`config.mk`:
```
export PLATFORM = sky130hd
export DESIGN_NAME = timer_table_scheduler
export DESIGN_NICKNAME = d
export VERILOG_FILES = /design/src/hw/rtl/tts_pkg.sv /design/src/hw/rtl/tts_satadd.sv /design/src/hw/rtl/tts_table.sv /design/src/hw/rtl/timer_table_scheduler.sv
export SDC_FILE = /design/constraint.sdc
export NUM_CORES = 2
export LEC_CHECK = 0
export BUFFER_PORTS_ARGS = -buffer_cell sky130_fd_sc_hd__buf_2
export CORE_MARGIN = 4
export CORE_UTILIZATION = 67
export CTS_CLUSTER_SIZE = 40
export DETAILED_ROUTE_END_ITERATION = 6
export PLACE_DENSITY = 0.84
export REMOVE_ABC_BUFFERS = 1
export SYNTH_ARGS = -nofsm -noshare
export SYNTH_HDL_FRONTEND = slang
export SYNTH_SLANG_ARGS = --single-unit
```
`constraint.sdc`:
```
create_clock -name clk -period 26.6 [get_ports clk]
set_input_delay 2.66 -clock clk [delete_from_list [all_inputs] [get_ports clk]]
set_output_delay 2.66 -clock clk [all_outputs]
set_load 0.05 [all_outputs]
```
`src/hw/rtl/tts_pkg.sv`:
```
// Shared types, codes and constants for the timer table scheduler.
package tts_pkg;

  localparam int NOW_W = 48;
  localparam int TMO_W = 40;
  localparam int ID_W  = 31;
  localparam int CNT_W = 5;

  localparam int TABLE_SLOTS_DEF = 16;
  localparam int MAX_FIRE        = 16;

  localparam logic [2:0] MODE_SCHED  = 3'd0;
  localparam logic [2:0] MODE_CANCEL = 3'd1;
  localparam logic [2:0] MODE_TICK   = 3'd2;
  localparam logic [2:0] MODE_COUNT  = 3'd3;
  localparam logic [2:0] MODE_SETDL  = 3'd4;

  localparam logic [1:0] STAT_OK       = 2'd0;
  localparam logic [1:0] STAT_NOTFOUND = 2'd1;
  localparam logic [1:0] STAT_FULL     = 2'd2;
  localparam logic [1:0] STAT_NONE     = 2'd3;

  localparam logic [ID_W-1:0]  ID_MAX  = {ID_W{1'b1}};
  localparam logic [CNT_W-1:0] DUE_SAT = {CNT_W{1'b1}};

  typedef struct packed {
    logic [2:0]       mode;
    logic [NOW_W-1:0] now_us;
    logic [TMO_W-1:0] timeout_us;
    logic             periodic;
    logic [ID_W-1:0]  target_id;
    logic [NOW_W-1:0] new_deadline;
  } tts_in_t;

  typedef struct packed {
    logic [1:0]       status;
    logic [ID_W-1:0]  result_id;
    logic             fired_periodic;
    logic [CNT_W-1:0] due_cnt;
    logic             last;
  } tts_out_t;

  typedef struct packed {
    logic [ID_W-1:0]  id;
    logic             periodic;
    logic [TMO_W-1:0] period;
    logic [NOW_W-1:0] deadline;
  } tts_entry_t;

endpackage

```
`src/hw/rtl/tts_satadd.sv`:
```
// Saturating 48-bit deadline adder shared by schedule and periodic reload.
module tts_satadd (
  input  logic [tts_pkg::NOW_W-1:0] a,
  input  logic [tts_pkg::TMO_W-1:0] b,
  output logic [tts_pkg::NOW_W-1:0] sum
);
  import tts_pkg::*;

  logic [NOW_W:0] full;

  assign full = {1'b0, a} + {{(NOW_W - TMO_W + 1){1'b0}}, b};
  assign sum  = full[NOW_W] ? {NOW_W{1'b1}} : full[NOW_W-1:0];

endmodule

```
`src/hw/rtl/tts_table.sv`:
```
// Timer entry memory: one write port, one registered read port.
module tts_table #(
  parameter int DEPTH = tts_pkg::TABLE_SLOTS_DEF,
  parameter int IW    = 4
) (
  input  logic                clk,
  input  logic                wr_en,
  input  logic [IW-1:0]       wr_addr,
  input  tts_pkg::tts_entry_t wr_data,
  input  logic                rd_en,
  input  logic [IW-1:0]       rd_addr,
  output tts_pkg::tts_entry_t rd_data
);
  import tts_pkg::*;

  tts_entry_t mem_r [DEPTH];
  tts_entry_t rd_data_r;

  always_ff @(posedge clk) begin
    if (wr_en) begin
      mem_r[wr_addr] <= wr_data;
    end
  end

  // read data holds while no read is issued
  always_ff @(posedge clk) begin
    if (rd_en) begin
      rd_data_r <= mem_r[rd_addr];
    end
  end

  assign rd_data = rd_data_r;

endmodule

```
`src/hw/rtl/timer_table_scheduler.sv`:
```
// Timer table scheduler top level: sequencer over the entry memory and shared adder.
//
//   port group   | dir | payload      | handshake
//   -------------+-----+--------------+--------------------------
//   in_          | in  | tts_in_t     | in_valid / in_stall
//   out_         | out | tts_out_t    | out_valid / out_stall
//
// Schedule goes through S_SCHED and unknown modes straight to S_FIN; cancel, set_deadline,
// count_due and tick scan the live entries, one memory read per cycle while not held, then S_FIN.
// A tick holds its scan while a fired timer waits behind a stalled result register.
// Synchronous active-low reset empties the table and restarts ids at 1; no clearing pass.
// in_stall is high from a transfer until its final result is loaded.
module timer_table_scheduler #(
  parameter int TABLE_SLOTS = tts_pkg::TABLE_SLOTS_DEF
) (
  input  logic              clk,
  input  logic              rst_n,
  input  logic              in_valid,
  output logic              in_stall,
  input  tts_pkg::tts_in_t  in_data,
  output logic              out_valid,
  input  logic              out_stall,
  output tts_pkg::tts_out_t out_data
);
  import tts_pkg::*;

  localparam int IW = (TABLE_SLOTS > 1) ? $clog2(TABLE_SLOTS) : 1;
  localparam int CW = $clog2(TABLE_SLOTS + 1);
  localparam int NW = $clog2(MAX_FIRE + 1);

  localparam logic [1:0] S_IDLE  = 2'd0;
  localparam logic [1:0] S_SCHED = 2'd1;
  localparam logic [1:0] S_SCAN  = 2'd2;
  localparam logic [1:0] S_FIN   = 2'd3;

  logic [1:0]       state_r, state_nxt;
  tts_in_t          cmd_r, cmd_nxt;
  logic [CW-1:0]    live_r, live_nxt;
  logic [ID_W-1:0]  idc_r, idc_nxt;
  logic [CW-1:0]    idx_r, idx_nxt;
  logic [CW-1:0]    w_r, w_nxt;
  logic             hit_r, hit_nxt;
  logic [CNT_W-1:0] cnt_r, cnt_nxt;
  logic [NW-1:0]    n_r, n_nxt;
  logic             pend_v_r, pend_v_nxt;
  logic [ID_W-1:0]  pend_id_r, pend_id_nxt;
  logic             pend_per_r, pend_per_nxt;
  logic             out_valid_r;
  tts_out_t         out_r, out_nxt;
  logic             out_load;

  logic             wr_en, rd_en;
  logic [IW-1:0]    wr_addr, rd_addr;
  tts_entry_t       wr_data, rd_data, entry;
  logic [TMO_W-1:0] add_b;
  logic [NOW_W-1:0] add_sum;
  logic [ID_W-1:0]  new_id;
  logic [CW-1:0]    idx_inc;
  logic             out_free, due, match, fire, keep, hold;
  logic             is_cancel, is_tick, is_count, is_setdl;

  tts_table #(.DEPTH(TABLE_SLOTS), .IW(IW)) u_table (
    .clk     (clk),
    .wr_en   (wr_en),
    .wr_addr (wr_addr),
    .wr_data (wr_data),
    .rd_en   (rd_en),
    .rd_addr (rd_addr),
    .rd_data (rd_data)
  );

  tts_satadd u_add (
    .a   (cmd_r.now_us),
    .b   (add_b),
    .sum (add_sum)
  );

  assign in_stall  = (state_r != S_IDLE);
  assign out_valid = out_valid_r;
  assign out_data  = out_r;

  assign out_free  = !out_valid_r || !out_stall;
  assign is_cancel = (cmd_r.mode == MODE_CANCEL);
  assign is_tick   = (cmd_r.mode == MODE_TICK);
  assign is_count  = (cmd_r.mode == MODE_COUNT);
  assign is_setdl  = (cmd_r.mode == MODE_SETDL);
  assign add_b     = (state_r == S_SCHED) ? cmd_r.timeout_us : rd_data.period;
  assign new_id    = (idc_r == '0) ? ID_W'(1) : idc_r;
  assign idx_inc   = idx_r + CW'(1);

  assign due   = (rd_data.deadline <= cmd_r.now_us);
  assign match = (is_cancel || is_setdl) && !hit_r && (rd_data.id == cmd_r.target_id);
  assign fire  = is_tick && due && (n_r < NW'(MAX_FIRE));
  assign keep  = !(is_cancel && match) && !(fire && !rd_data.periodic);
  // a second fire must push the held one out first
  assign hold  = fire && pend_v_r && !out_free;

  always_comb begin
    entry = rd_data;
    if (is_tick && due && rd_data.periodic) begin
      entry.deadline = add_sum;
    end else if (is_setdl && match) begin
      entry.deadline = cmd_r.new_deadline;
    end
  end

  always_comb begin
    state_nxt    = state_r;
    cmd_nxt      = cmd_r;
    live_nxt     = live_r;
    idc_nxt      = idc_r;
    idx_nxt      = idx_r;
    w_nxt        = w_r;
    hit_nxt      = hit_r;
    cnt_nxt      = cnt_r;
    n_nxt        = n_r;
    pend_v_nxt   = pend_v_r;
    pend_id_nxt  = pend_id_r;
    pend_per_nxt = pend_per_r;
    out_load     = 1'b0;
    out_nxt      = out_r;
    wr_en        = 1'b0;
    wr_addr      = w_r[IW-1:0];
    wr_data      = entry;
    rd_en        = 1'b0;
    rd_addr      = '0;
    case (state_r)
      S_IDLE: begin
        if (in_valid) begin
          cmd_nxt    = in_data;
          idx_nxt    = '0;
          w_nxt      = '0;
          hit_nxt    = 1'b0;
          cnt_nxt    = '0;
          n_nxt      = '0;
          pend_v_nxt = 1'b0;
          if (in_data.mode == MODE_SCHED) begin
            state_nxt = S_SCHED;
          end else if ((in_data.mode inside {MODE_CANCEL, MODE_TICK, MODE_COUNT, MODE_SETDL})
                       && (live_r != '0)) begin
            rd_en     = 1'b1;
            state_nxt = S_SCAN;
          end else begin
            state_nxt = S_FIN;
          end
        end
      end
      S_SCHED: begin
        if (out_free) begin
          out_load = 1'b1;
          if (live_r == CW'(TABLE_SLOTS)) begin
            out_nxt = '{status: STAT_FULL, result_id: '0, fired_periodic: 1'b0,
                        due_cnt: '0, last: 1'b1};
          end else begin
            wr_en    = 1'b1;
            wr_addr  = live_r[IW-1:0];
            wr_data  = '{id: new_id, periodic: cmd_r.periodic,
                         period: cmd_r.timeout_us, deadline: add_sum};
            live_nxt = live_r + CW'(1);
            idc_nxt  = (new_id >= ID_MAX) ? ID_W'(1) : new_id + ID_W'(1);
            out_nxt  = '{status: STAT_OK, result_id: new_id, fired_periodic: 1'b0,
                         due_cnt: '0, last: 1'b1};
          end
          state_nxt = S_IDLE;
        end
      end
      S_SCAN: begin
        if (!hold) begin
          if (keep) begin
            wr_en = !is_count;
            w_nxt = w_r + CW'(1);
          end
          if (match) begin
            hit_nxt = 1'b1;
          end
          if (is_count && due && (cnt_r != DUE_SAT)) begin
            cnt_nxt = cnt_r + CNT_W'(1);
          end
          if (fire) begin
            if (pend_v_r) begin
              out_load = 1'b1;
              out_nxt  = '{status: STAT_OK, result_id: pend_id_r,
                           fired_periodic: pend_per_r, due_cnt: '0, last: 1'b0};
            end
            pend_v_nxt   = 1'b1;
            pend_id_nxt  = rd_data.id;
            pend_per_nxt = rd_data.periodic;
            n_nxt        = n_r + NW'(1);
          end
          idx_nxt = idx_inc;
          if (idx_inc < live_r) begin
            rd_en   = 1'b1;
            rd_addr = idx_inc[IW-1:0];
          end else begin
            state_nxt = S_FIN;
          end
        end
      end
      S_FIN: begin
        if (out_free) begin
          out_load = 1'b1;
          out_nxt  = '{status: STAT_OK, result_id: '0, fired_periodic: 1'b0,
                       due_cnt: '0, last: 1'b1};
          case (cmd_r.mode)
            MODE_CANCEL, MODE_SETDL: begin
              out_nxt.status = hit_r ? STAT_OK : STAT_NOTFOUND;
            end
            MODE_COUNT: begin
              out_nxt.due_cnt = cnt_r;
            end
            MODE_TICK: begin
              if (pend_v_r) begin
                out_nxt.result_id      = pend_id_r;
                out_nxt.fired_periodic = pend_per_r;
              end else begin
                out_nxt.status = STAT_NONE;
              end
            end
            default: begin
            end
          endcase
          if (is_cancel || is_tick) begin
            live_nxt = w_r;
          end
          state_nxt = S_IDLE;
        end
      end
      default: begin
        state_nxt = S_IDLE;
      end
    endcase
  end

  always_ff @(posedge clk) begin
    if (!rst_n) begin
      state_r     <= S_IDLE;
      live_r      <= '0;
      idc_r       <= ID_W'(1);
      idx_r       <= '0;
      w_r         <= '0;
      hit_r       <= 1'b0;
      cnt_r       <= '0;
      n_r         <= '0;
      pend_v_r    <= 1'b0;
      out_valid_r <= 1'b0;
    end else begin
      state_r  <= state_nxt;
      live_r   <= live_nxt;
      idc_r    <= idc_nxt;
      idx_r    <= idx_nxt;
      w_r      <= w_nxt;
      hit_r    <= hit_nxt;
      cnt_r    <= cnt_nxt;
      n_r      <= n_nxt;
      pend_v_r <= pend_v_nxt;
      if (out_load) begin
        out_valid_r <= 1'b1;
      end else if (!out_stall) begin
        out_valid_r <= 1'b0;
      end
    end
  end

  always_ff @(posedge clk) begin
    cmd_r      <= cmd_nxt;
    pend_id_r  <= pend_id_nxt;
    pend_per_r <= pend_per_nxt;
    if (out_load) begin
      out_r <= out_nxt;
    end
  end

  a_live_bound: assert property (@(posedge clk) disable iff (!rst_n)
    live_r <= CW'(TABLE_SLOTS))
    else $error("live count above table size");

  a_scan_index: assert property (@(posedge clk) disable iff (!rst_n)
    (state_r == S_SCAN) |-> ((idx_r < live_r) && (w_r <= idx_r)))
    else $error("scan index out of range or write ahead of read");

  a_pend_count: assert property (@(posedge clk) disable iff (!rst_n)
    pend_v_r == (n_r != '0))
    else $error("held fire and fire count disagree");

  a_fire_cap: assert property (@(posedge clk) disable iff (!rst_n)
    n_r <= NW'(MAX_FIRE))
    else $error("fire count above cap");

  a_sched_grow: assert property (@(posedge clk) disable iff (!rst_n)
    (state_r == S_SCHED && out_free && live_r != CW'(TABLE_SLOTS))
      |=> (live_r == $past(live_r) + CW'(1)))
    else $error("schedule did not add an entry");

endmodule
```
Word level (Yosys, flattened, before mapping)
Memory sizes are Yosys's and may differ from the RTL's. A register that Yosys moved wholly into a read port is not among the register bits.
Cells that the tools add are included.
Widths: inputs -> output; s select.
- bits in registers: 304
- RAM bits: 1920
- output and inout bits: 42
- memories: 1
- add/subtract/negate cells: 7
- $lt $le $gt $ge: 4
- eq/ne operators: 28
- multiplexer cells: 79
- bitwise operators: 2
- reduce and logical (&&, ||, !) cells: 47
- memories (memory ; depth ; width ; read ports ; clocked after memory_dff ; write ports ; line ; text):
    u_table.mem_r ; 16 ; 120 ; 1 ; 1 ; 1 ; tts_table.sv:16 ; tts_entry_t mem_r [DEPTH];
- operators by type and width (kind ; count):
    $mux 120 ; 3
    $mux 40 ; 7
    $mux 48 ; 3
    $pmux 40 s3 ; 1
    $mux 5 ; 13
    $mux 32 ; 2
    $mux 31 ; 2
    $pmux 5 s2 ; 5
    $add 48x40->49 ; 1
    $le 48x48->1 ; 1
    $add 31x1->31 const B ; 1
    $eq 31x31->1 ; 1
    $ge 31x31->1 const B ; 1
    $logic_not 31->1 ; 1
    $add 5x1->5 const B ; 5
    $mux 1 ; 24
    $mux 4 ; 6
    $ne 2x2->1 const B ; 12
    $reduce_and 4->1 ; 5
    $logic_and 1x1->1 ; 14
    $eq 3x2->1 const B ; 4
    $mux 2 ; 6
    $pmux 1 s2 ; 5
    $reduce_and 3->1 ; 3
    24 further kinds ; 41

Depth between registers and ports, before layout
- word-level depth: 12
- gate-level depth with buffers: 19

By module
Synthesis repeated with hierarchy kept, for this count alone.
- cells, all modules: 4935
- area total of the unflattened synthesis: 93427.1 um^2
- modules (own cells, without submodules) (module ; instances ; cells each ; area an instance (um^2) ; sequential area each (um^2)):
    tts_table ; 1 ; 3066 ; 75209.6 ; 61258.8
    timer_table_scheduler ; 1 ; 1472 ; 15590.0 ; 8518.2
    tts_satadd ; 1 ; 397 ; 2627.5 ; 0.0

Worst setup path after synthesis
Ideal clock, no wire load.
- path type: input to register
- from: input port out_stall
- to: memory u_table.mem_r[12][0] (netlist name), enable pin
- setup time: 771 ps
- arrival: 12238 ps
- data required time: 25829 ps
- setup slack: 13591 ps
- stages on the path: 6
- cells stage by stage: nand2_1 -> nand3_1 -> clkbuf_1 -> nand3_1 -> o22a_1 -> nor3b_1
- longest elaborated chain between the ends: 8
- elaborated cells on any way between the ends: 11
- RTL lines (element ; line ; text):
    start, declared ; timer_table_scheduler.sv:22 ; input logic out_stall,
    $logic_not 1->1 * ; -- ;
    $logic_or 1x1->1 * ; timer_table_scheduler.sv:82 ; assign out_free = !out_valid_r || !out_stall;
    $logic_not 1->1 ; timer_table_scheduler.sv:96 ; assign hold = fire && pend_v_r && !out_free;
    $logic_and 1x1->1 ; timer_table_scheduler.sv:96 ;
    $mux 1 ; timer_table_scheduler.sv:168 ; if (!hold) begin
    $pmux 1 s2 ; timer_table_scheduler.sv:127 ; case (state_r)
    $mux 1 ; tts_table.sv:20 ; if (wr_en) begin
    $mux 1 (implied by the code) ; tts_table.sv:21 ; mem_r[wr_addr] <= wr_data;
    end, declared ; tts_table.sv:16 ;
Mark *: on every way between the ends. The rest lies on a longest branch, timed or not.

Worst setup path in the final report
- from: input port out_stall
- to: memory u_table.mem_r[14][66] (netlist name), enable pin
The elaborated chain is that of the path after synthesis.

==> flow_summary.json <==
{
  "cts_setup_buffers": 0,
  "combPwrFrac_pct": 24.2,
  "cellLeakagePower_nw": 34.2,
  "critPathMaxFanout": 64,
  "skew_ps": 44.5,
  "fin_crit_ps": 7500,
  "yosys.area_share.xor_xnor_pct": 0.678,
  "synthAdderAreaFrac_pct": 1.40,
  "synth_top_family_by_area": "compound AO/OA/AOI/OAI gates",
  "synth_compound_area_share_pct": 8.32,
  "core_area_sq_um": 142000,
  "ys.flop_type": "edfxtp_1",
  "die_x_um": 386,
  "p_int_w": 0.00722,
  "grt_pass1_wl_um": 377000,
  "insertion_delay_ps": 860,
  "port_buffers": 216,
  "grt_antenna_before_repair": 4,
  "slew_headroom_pct": -0.215,
  "final_nets": 6309,
  "syn_to_final_growth_pct": 10.4,
  "wl_met3_um": 36700,
  "avgViaCountPerCell": 7.22,
  "synthTopCellsByArea": "edfxtp_1 (72%), mux4_2 (5.7%), nor2b_1 (2.5%)",
  "ys_ff_latch": 2344,
  "drv_cap": 1,
  "wire_per_inst_um": 31.9,
  "period_share_pct": 28.2,
  "dpl_cell_area_sq_um": 98500,
  "grt_max_degree": 166,
  "stdcell_area_sq_um": 105000,
  "start_util_pct": 67.5,
  "setup_viol": 0,
  "syn_avg_cell_area_sq_um": 16.3,
  "final_cell_mix": "edfxtp_1 (2,283), nand2_1 (386), nor2b_1 (378)",
  "clock_power_share_pct": 28.8,
  "synth_top_area_share_pct": 71.8,
  "drv_slew": 1,
  "worst_slack_ps": 19100,
  "cp.required_ps": 27040,
  "worstSetupEndpointType": "flip-flop",
  "vdd_drop_max_mv": 0.0724,
  "yosysSeqAreaShare_pct": 73.0,
  "ant_nets": 0,
  "power.share.sequential_pct": 47.0,
  "hold_buffers": 0,
  "htree_levels": 4,
  "grt_pass1_vias": 58000,
  "drive_above_1_share_pct": 16.4,
  "cts_tree": "yes",
  "synth_async_sr_flop_share_pct": 0,
  "drtIter0Drc": 9728,
  "hold_viol_final": 0,
  "fmax_ghz": 0.133,
  "place_ws_ps": 18490,
  "swShare_pct": 31.7,
  "fp-row-count": 138,
  "syn_inst": 5866,
  "routabilityCongestion": 0.933,
  "cts_buffers": 216,
  "die_h_um": 386,
  "track_usage_pct": 34.8,
  "cts_root_buf": "clkbuf_16",
  "power.density_nw_per_um2": 100,
  "n_fill_cell": 7687,
  "io_pins": 217,
  "synth-edff-count": 2283,
  "grt_overflow_total": 0,
  "route.met2.wl_um": 121000,
  "finalSetupTns_ps": 0,
  "status": "finished with violations",
  "utilization_pct": 74.5,
  "top_layer": "met4",
  "path_clk_slew_ps": 60,
  "yosys.area.top_type": "edfxtp_1",
  "clockBufferDepth": 3,
  "synth_simple_gate_area_share_pct": 7.16,
  "p_sw_w": 0.00334,
  "routed_wl_um": 259000,
  "via_count": 58500,
  "min_path_type": "reg2reg",
  "dr.pass1.iters": 6,
  "tightest_slew_ps": 1500,
  "dpl.hpwl_um": 140000,
  "violations": "capacitance limit, slew limit",
  "worstPathArrival_ps": 7940,
  "hold_ws_ps": 487,
  "synth.cell_area_sq_um": 95500,
  "final_common_cell": "edfxtp_1",
  "start_kind": "input port",
  "synth.area.mux_share_pct": 7.50,
  "drt-met1-wl_um": 87300,
  "die-area_sq_um": 149000,
  "cts-resized-gates": 0,
  "cts_num_sinks": 2344,
  "path_class": "in2reg",
  "ys_types": 85,
  "route.detailed.drc": 0,
  "yosys_warnings": 0,
  "rsz0062_at_grt": "no"
}
## cell usage after synthesis, types with 61 or more instances
library cell / instances
o22ai_1: 126
a211oi_1: 125
a221oi_1: 105
edfxtp_1: 2283
o41ai_1: 106
mux4_2: 240
nor2_1: 185
o21ai_0: 72
ha_1: 105
a21oi_1: 320
inv_1: 79
nand2_1: 390
dfxtp_1: 61
nor3_1: 174
clkbuf_1: 267
mux2i_1: 129
nor2b_1: 381
## area by class of cell
class | count | area, sq um | area share [%]
tap | 1890 | 2360 | 2.24
timing repair buffer | 317 | 1890 | 1.79
clock buffer | 267 | 5670 | 5.37
multi-input combinational | 3070 | 24200 | 22.9
antenna | 3 | 7.51 | 0.00712
clock inverter | 137 | 1270 | 1.20
inverter | 79 | 304 | 0.288
sequential | 2344 | 69800 | 66.2
## critical path: stages
cell and delay [ps]:
buf_2 150, nand2_1 230, nand3_4 770, buf_4 680, o31ai_1 530, nand2_1 170
nor2_4 700, buf_4 870, buf_4 960
## worst paths after layout
check	startpoint	endpoint	slack, ps	cells after the start
worst max register to register	state_r[1]$_SDFFE_PN0P_	u_table.mem_r[14][66]$_DFFE_PP_	19510	10
worst max-delay path	out_stall	u_table.mem_r[14][66]$_DFFE_PP_	19100	9
worst min register to register	n_r[3]$_SDFFE_PN0P_	n_r[3]$_SDFFE_PN0P_	490	1
worst min-delay path	n_r[3]$_SDFFE_PN0P_	n_r[3]$_SDFFE_PN0P_	490	1
## routing by layer
| metal | track usage (%) | vias to the layer above |
|---|---|---|
| met1 | 47.1 | 28700 |
| met4 | 16.3 | 0 |
| met3 | 9.18 | 896 |
| met5 | 0 | - |
| met2 | 53.7 | 5322 |
| li1 | - | 23600 |
## sequential cells by signal, summed over array words and instances (netlist names)
signal	cells
pend_id_r	31
state_r	2
out_data	40
idc_r	31
u_table.mem_r	1920
cnt_r	5
pend_v_r	1
w_r	5
out_valid	1
n_r	5
u_table.rd_data	120
cmd_r	171
live_r	5
idx_r	5
hit_r	1
pend_per_r	1
## power by group through the flow
stage               logic, W  registers [W]  clock network [W]
floorplan            0.00191        0.00513                  0
global placement     0.00234        0.00501                  0
detailed placement   0.00243        0.00503                  0
CTS                  0.00248        0.00496            0.00305
global route         0.00270        0.00497            0.00322
finish               0.00255        0.00497            0.00304
## cells by family (layout without fill, tap and decap cells)
logic type | after synthesis | count (layout)
AO/OA/AOI/OAI | 1124 | 1124
XOR/XNOR | 74 | 74
adder cells (fa/ha/maj) | 106 | 106
buffers and inverters | 452 | 800
flip-flops | 2344 | 2344
multiplexers | 411 | 411
other | 0 | 3
AND/OR/NAND/NOR | 1355 | 1355
## stage by stage
step | instances | total power (W)
final | 8107 | 0.0106
after global routing | 8105 | 0.0109
after CTS | 8103 | 0.0105
after detailed placement | 7699 | 0.00746
after global placement | 7699 | 0.00736
after floorplan | 5493 | 0.00704
Note: power is estimated with default switching activity, not from simulation.
